### config.mk
export PLATFORM = sky130hd
export DESIGN_NAME = short_filename_parser_top
export DESIGN_NICKNAME = d
export VERILOG_FILES = /design/src/rtl/sfp_pkg.sv /design/src/rtl/short_filename_parser_top.sv /design/src/rtl/sfp_step.sv
export SDC_FILE = /design/constraint.sdc
export NUM_CORES = 1
export LEC_CHECK = 0
export ABC_AREA = 0
export BUFFER_PORTS_ARGS = -buffer_cell sky130_fd_sc_hd__buf_2
export CORE_MARGIN = 2
export CORE_UTILIZATION = 50
export CTS_CLUSTER_DIAMETER = 50
export DETAILED_ROUTE_END_ITERATION = 10
export GPL_TIMING_DRIVEN = 0
export PLACE_DENSITY = 0.8
export SYNTH_ARGS = -nofsm -noshare
export SYNTH_HDL_FRONTEND = slang
export SYNTH_SLANG_ARGS = --single-unit
### constraint.sdc
create_clock -name clock -period 8.03 [get_ports clock]
set_clock_uncertainty 0.15 [all_clocks]
set_input_delay 0.803 -clock clock [delete_from_list [all_inputs] [get_ports clock]]
set_output_delay 0.803 -clock clock [all_outputs]
set_load 0.03 [all_outputs]
### src/rtl/sfp_pkg.sv
// Shared types and constants of the short file name parser.
package sfp_pkg;

   localparam int BASE_CHARS  = 8;
   localparam int TOTAL_CHARS = 11;
   localparam int STORE_DEPTH = 11;
   localparam int POS_W       = 4;

   localparam logic [7:0] PAD_BYTE   = 8'h20;
   localparam logic [7:0] SLASH_BYTE = 8'h2F;

   localparam logic [1:0] CASE_UNKNOWN = 2'd0;
   localparam logic [1:0] CASE_UPPER   = 2'd1;
   localparam logic [1:0] CASE_LOWER   = 2'd2;

   localparam logic CSR_FLAGS_EN  = 1'b0;
   localparam logic CSR_LONG_NAME = 1'b1;

   typedef struct packed {
      logic flags_en;
      logic long_mode;
   } cfg_type;

   typedef struct packed {
      logic [STORE_DEPTH-1:0][7:0] store;
      logic [POS_W-1:0]            wpos;
      logic                        in_ext;
      logic [1:0]                  base_seen;
      logic [1:0]                  ext_seen;
      logic [1:0]                  lower_found;
      logic [1:0]                  lower_allowed;
      logic                        skipping;
   } seg_state_type;

   typedef struct packed {
      logic        status;
      logic [63:0] base_bytes;
      logic [23:0] ext_bytes;
      logic [1:0]  case_flags;
      logic        ended_by_slash;
   } result_type;

   localparam seg_state_type SEG_CLEAR = '{
      store:         {STORE_DEPTH{PAD_BYTE}},
      wpos:          '0,
      in_ext:        1'b0,
      base_seen:     CASE_UNKNOWN,
      ext_seen:      CASE_UNKNOWN,
      lower_found:   2'b00,
      lower_allowed: 2'b11,
      skipping:      1'b0
   };

endpackage

### src/rtl/short_filename_parser_top.sv
// Top level of the short file name parser: stream ports, registers and control.
// The parser takes one path byte per cycle and, when a non-empty segment ends or an error
// is found, returns one word holding the space-padded 8.3 name, its lower-case flags and
// the kind of terminator. Each byte passes through an input register and, when it
// produces a word, a result register before the word is offered; bytes keep flowing at
// one per cycle as long as the result side takes words when offered. Configuration
// writes take effect on the next byte.
module short_filename_parser_top import sfp_pkg::*; (
   input  logic        clock,
   input  logic        reset,
   input  logic        req_tvalid,
   output logic        req_tready,
   input  logic [7:0]  req_tdata,   // path_byte
   output logic        rsp_tvalid,
   input  logic        rsp_tready,
   output logic [95:0] rsp_tdata,   // base_bytes, ext_bytes, case_flags, zero fill
   output logic [1:0]  rsp_tuser,   // status, ended_by_slash
   input  logic        csr_we,
   input  logic        csr_addr,
   input  logic        csr_wdata
);

   cfg_type       cfg_ff, cfg_in;
   logic          in_valid_ff, in_valid_in;
   logic [7:0]    in_byte_ff, in_byte_in;
   seg_state_type seg_ff, seg_in;
   logic          rsp_valid_ff, rsp_valid_in;
   result_type    rsp_res_ff, rsp_res_in;

   seg_state_type step_nxt;
   logic          step_emit;
   result_type    step_res;
   logic          advance;
   logic          req_take;

   sfp_step u_step (
      .st        (seg_ff),
      .path_byte (in_byte_ff),
      .cfg       (cfg_ff),
      .nxt       (step_nxt),
      .emit      (step_emit),
      .res       (step_res)
   );

   assign advance    = in_valid_ff && (!rsp_valid_ff || rsp_tready);
   assign req_tready = !in_valid_ff || advance;
   assign req_take   = req_tvalid && req_tready;

   always_comb begin
      cfg_in = cfg_ff;
      if (csr_we) begin
         unique case (csr_addr)
            CSR_FLAGS_EN:  cfg_in.flags_en  = csr_wdata;
            CSR_LONG_NAME: cfg_in.long_mode = csr_wdata;
            default:       cfg_in = cfg_ff;
         endcase
      end
   end

   assign in_valid_in  = req_take || (in_valid_ff && !advance);
   assign in_byte_in   = req_take ? req_tdata : in_byte_ff;
   assign seg_in       = advance ? step_nxt : seg_ff;
   assign rsp_valid_in = advance ? step_emit : (rsp_valid_ff && !rsp_tready);
   assign rsp_res_in   = (advance && step_emit) ? step_res : rsp_res_ff;

   always_ff @(posedge clock) begin
      if (reset) begin
         cfg_ff       <= '0;
         in_valid_ff  <= 1'b0;
         seg_ff       <= SEG_CLEAR;
         rsp_valid_ff <= 1'b0;
      end else begin
         cfg_ff       <= cfg_in;
         in_valid_ff  <= in_valid_in;
         seg_ff       <= seg_in;
         rsp_valid_ff <= rsp_valid_in;
      end
   end

   always_ff @(posedge clock) begin
      in_byte_ff <= in_byte_in;
      rsp_res_ff <= rsp_res_in;
   end

   assign rsp_tvalid = rsp_valid_ff;
   assign rsp_tdata  = {6'b000000, rsp_res_ff.case_flags, rsp_res_ff.ext_bytes,
                        rsp_res_ff.base_bytes};
   assign rsp_tuser  = {rsp_res_ff.ended_by_slash, rsp_res_ff.status};

endmodule

### src/rtl/sfp_step.sv
// Per-byte next-state and result logic of the short file name parser.
module sfp_step import sfp_pkg::*; (
   input  seg_state_type st,
   input  logic [7:0]    path_byte,
   input  cfg_type       cfg,
   output seg_state_type nxt,
   output logic          emit,
   output result_type    res
);

   logic             term;
   logic             printable;
   logic             is_up;
   logic             is_lo;
   logic             dot;
   logic             forb;
   logic [7:0]       ch;
   logic [1:0]       part_bit;
   logic [1:0]       seen;
   logic [1:0]       kind;
   logic             mixed;
   logic             case_err;
   logic [POS_W-1:0] limit;
   logic             over;

   function automatic logic is_forbidden(input logic [7:0] b);
      is_forbidden = (b == 8'h22) || (b >= 8'h2A && b <= 8'h2C) || (b == 8'h2E) ||
                     (b == SLASH_BYTE) || (b >= 8'h3A && b <= 8'h3F) ||
                     (b >= 8'h5B && b <= 8'h5D) || (b == 8'h7C);
   endfunction

   assign term      = (path_byte == 8'h00) || (path_byte == SLASH_BYTE);
   assign printable = (path_byte >= 8'h21) && (path_byte <= 8'h7E);
   assign is_up     = (path_byte >= 8'h41) && (path_byte <= 8'h5A);
   assign is_lo     = (path_byte >= 8'h61) && (path_byte <= 8'h7A);
   assign dot       = (path_byte == 8'h2E);
   assign forb      = is_forbidden(path_byte);
   assign ch        = is_lo ? (path_byte - 8'h20) : path_byte;
   assign part_bit  = st.in_ext ? 2'b10 : 2'b01;
   assign seen      = st.in_ext ? st.ext_seen : st.base_seen;
   assign kind      = is_up ? CASE_UPPER : CASE_LOWER;
   assign mixed     = cfg.long_mode && (seen != CASE_UNKNOWN) && (seen != kind);
   assign case_err  = (is_lo && cfg.long_mode && !cfg.flags_en) ||
                      (cfg.flags_en && (is_up || is_lo) && mixed);
   assign limit     = st.in_ext ? POS_W'(TOTAL_CHARS) : POS_W'(BASE_CHARS);
   assign over      = (st.wpos >= limit);

   always_comb begin
      nxt  = st;
      emit = 1'b0;
      res  = '0;
      priority if (st.skipping) begin
         if (term) begin
            nxt.skipping = 1'b0;
         end
      end else if (term && (st.wpos != '0)) begin
         emit = 1'b1;
         for (int i = 0; i < 8; i++) begin
            res.base_bytes[8*(7-i) +: 8] = st.store[i];
         end
         for (int i = 0; i < 3; i++) begin
            res.ext_bytes[8*(2-i) +: 8] = st.store[8+i];
         end
         res.case_flags     = cfg.flags_en ? (st.lower_found & st.lower_allowed) : 2'b00;
         res.ended_by_slash = (path_byte == SLASH_BYTE);
         nxt = SEG_CLEAR;
      end else if (printable && dot && !st.in_ext) begin
         nxt.wpos   = POS_W'(BASE_CHARS);
         nxt.in_ext = 1'b1;
      end else if (!printable || forb || case_err || over) begin
         emit         = 1'b1;
         res.status   = 1'b1;
         nxt          = SEG_CLEAR;
         nxt.skipping = !term;
      end else begin
         for (int i = 0; i < STORE_DEPTH; i++) begin
            if (st.wpos == POS_W'(i)) begin
               nxt.store[i] = ch;
            end
         end
         nxt.wpos = st.wpos + POS_W'(1);
         if (cfg.flags_en && (is_up || is_lo)) begin
            if (cfg.long_mode) begin
               if (st.in_ext) begin
                  nxt.ext_seen = kind;
               end else begin
                  nxt.base_seen = kind;
               end
            end
            if (is_up) begin
               nxt.lower_allowed = st.lower_allowed & ~part_bit;
            end else begin
               nxt.lower_found = st.lower_found | part_bit;
            end
         end
      end
   end

endmodule

==> impl_metrics.ini <==
[floorplan]
core_um2 = 15900
die_h_um = 132
num_rows = 46
ioPinCount = 115
die_area_um2 = 17400
die_x_um = 132
initial_core_util_pct = 51.2

[timing]
relSlewSlack_pct = 26.3
rsz0062_at_grt = no
fin_crit_sh_pct = 45.1
tightest_slew_ps = 1100
slew_viol_final = 0
finalSetupViolCount = 0
timing.fmax_ghz = 0.276
finalHoldViolCount = 0
min_period_ps = 3620

[setup_path]
slowest_delay_ps = 940
r2r_setup_slack_ps = 4410
critPathSlowestCell = nor3_1
startpoint = seg_ff[0]$_SDFFE_PP0P_
cp-start-kind = flop
r2r-start = seg_ff[0]$_SDFFE_PP0P_
worstPathCellList = clkbuf_1 -> nor3_1 -> nand2_1 -> clkbuf_1 -> a21oi_4 -> buf_12
cp.required_ps = 8070
end_kind = flop
crit_fanout = 28
critical_path_arrival_ps = 3660
crit_top_cell = clkbuf_1
worstSetupPathType = reg -> reg

[placed_design]
io_buffers = 108
place_congestion = 0.939
hpwl_um = 12700

[clock_tree]
ctsHoldBuffers = 0
root_buffer = clkbuf_16
cts_setup_buffers = 0
ctsResizeCount = 0
cts_sinks = 206
htreeDepth = 1
cts_tree = built
clockBufferDepth = 3
cts_buffers = 23
clkSlewWorstSetupHoldPaths_ps = 60
clk_latency_ps = 500

[cells_and_area]
num-fill-cells = 1240
finalNetCount = 902
layout-drive-gt1-share_pct = 19.6
diodes = 0
syn_to_final_growth_pct = 19.9
post-route-util_pct = 61.4

[yosys]
syn_inst = 736
synth_flop_cell = dfxtp_1
seq_area_frac_synth_pct = 62.7
synth-seq-cells = 206
syn_area_per_cell_um2 = 11.1
yosysWarnings = 0
synth-async-reset-ratio_pct = 0
yosysMostFrequentCell = dfxtp_1
syn-cell-area_um2 = 8170
synthTopCellsByArea = edfxtp_1 37%, dfxtp_1 26%, and2_1 6.5%
yosysTopAreaCellShare_pct = 36.8
synth-edff-count = 100
synth_top_area_cell = edfxtp_1
yosys-top-cells-count = 106 x dfxtp_1, 103 x nand2_1, 100 x edfxtp_1
synth_cell_types = 52

[power_and_ir_drop]
irDropWorstVdd_mv = 0.159
p_leak_nw = 3.56
p_per_area_nw_per_um2 = 232
power_mw = 2.27

[outcome]
run_status = complete, no violations

[worst_hold_path]
hp-class = reg -> reg
hold_start = seg_ff[2]$_SDFFE_PP1P_

[global_route]
grt_overflow = 0
grt_pass1_wl_um = 29600
grtUsageTotal_pct = 21.0
grt_pass1_vias = 5722
grt_max_degree = 31
antenna_found_initial = 0

[route]
drc = 0
viasPerCell = 5.51
drt-wirelength-per-cell_um = 16.6
dr.first_iter.drc_count = 663
detail-route-antenna-nets = 0
drtPass1Iterations = 5
routed_wl_um = 18500
vias = 6108

[job]
max_cap_violations = 0
## layout make-up
type	count	area [µm²]	share of cell area [%]
clock buffer	31	606	6.18
timing repair buffer	111	616	6.29
multi-input combinational	461	2750	28.0
clock inverter	10	104	1.06
inverter	16	60.1	0.613
buffer	58	268	2.73
sequential	206	5120	52.3
tap	216	270	2.76
## worst max-delay path: cells and delay by family (launching register included)
family	cells	cell delay, ps
AOI/OAI and AO/OA	1	660
DFF	1	300
buffers and inverters	3	840
and+or+nand+nor	2	1350
## power by group
| part | total [mW] | switching, mW | internal [mW] |
|---|---|---|---|
| clock | 0.980 | 0.410 | 0.570 |
| combinational | 0.161 | 0.118 | 0.0429 |
| sequential | 1.13 | 0.00750 | 1.12 |
| total | 2.27 | 0.535 | 1.73 |
## per-stage QoR
step           hold WS (ps)  setup WS, ps  area (µm²)  instances  TNS (ps)
6_report                301          4410        9790       1109         0
5_1_grt                 319          4330        9790       1109         0
4_1_cts                 307          4490        9790       1109         0
3_5_place_dp            290          4100        9080       1068         0
3_3_place_gp            277         -1440        9000       1065   -134900
2_1_floorplan           268           972        8190        741         0
## kinds of logic (layout without fill, tap and decap cells)
logic type / after synthesis / count (layout) / share of synthesized area, %
adders and majority gates: 10 / 10 / 1.53
buffers and inverters: 74 / 226 / 4.01
other: 1 / 6 / 0.0459
AOI/OAI and AO/OA: 144 / 144 / 11.8
DFF: 206 / 206 / 62.7
and+or+nand+nor: 296 / 296 / 19.3
muxes: 5 / 5 / 0.628
## path summary, 6_finish.rpt
path | to | cells past startpoint
worst max-delay path | rsp_tdata[78]$_SDFFCE_PP0P_ | 6
worst min register to register | seg_ff[2]$_SDFFE_PP1P_ | 1
worst max register to register | rsp_tdata[78]$_SDFFCE_PP0P_ | 6
worst min-delay path | seg_ff[2]$_SDFFE_PP1P_ | 1
## sequential cells by signal (all words and copies together), names as in the netlist
register     cells
rsp_tdata       90
cfg_ff           2
in_byte_ff       8
in_valid_ff      1
seg_ff         102
rsp_tvalid       1
rsp_tuser        2
## routing by layer
layer | global-route usage, % | part of all wire [%] | vias to the layer above
met5 | 0 | 0 | -
met4 | 9.48 | 3.9 | 0
met3 | 3.54 | 6.7 | 53
met2 | 34.4 | 47 | 268
met1 | 27.5 | 43 | 2845
li1 | - | - | 2942
## layout by cell type (no fill, tap or decap), drive strengths merged, types with 15 or more instances in the layout
| cell type | Yosys | final |
|---|---|---|
| buf | 20 | 131 |
| dfxtp | 106 | 106 |
| nand2 | 103 | 103 |
| edfxtp | 100 | 100 |
| and2 | 85 | 85 |
| clkbuf | 38 | 69 |
| o22ai | 67 | 67 |
| nand3 | 26 | 26 |
| nor2 | 21 | 21 |
| inv | 16 | 18 |
| a21oi | 15 | 15 |
| nand4 | 15 | 15 |
(Power assumes the default switching activity.)
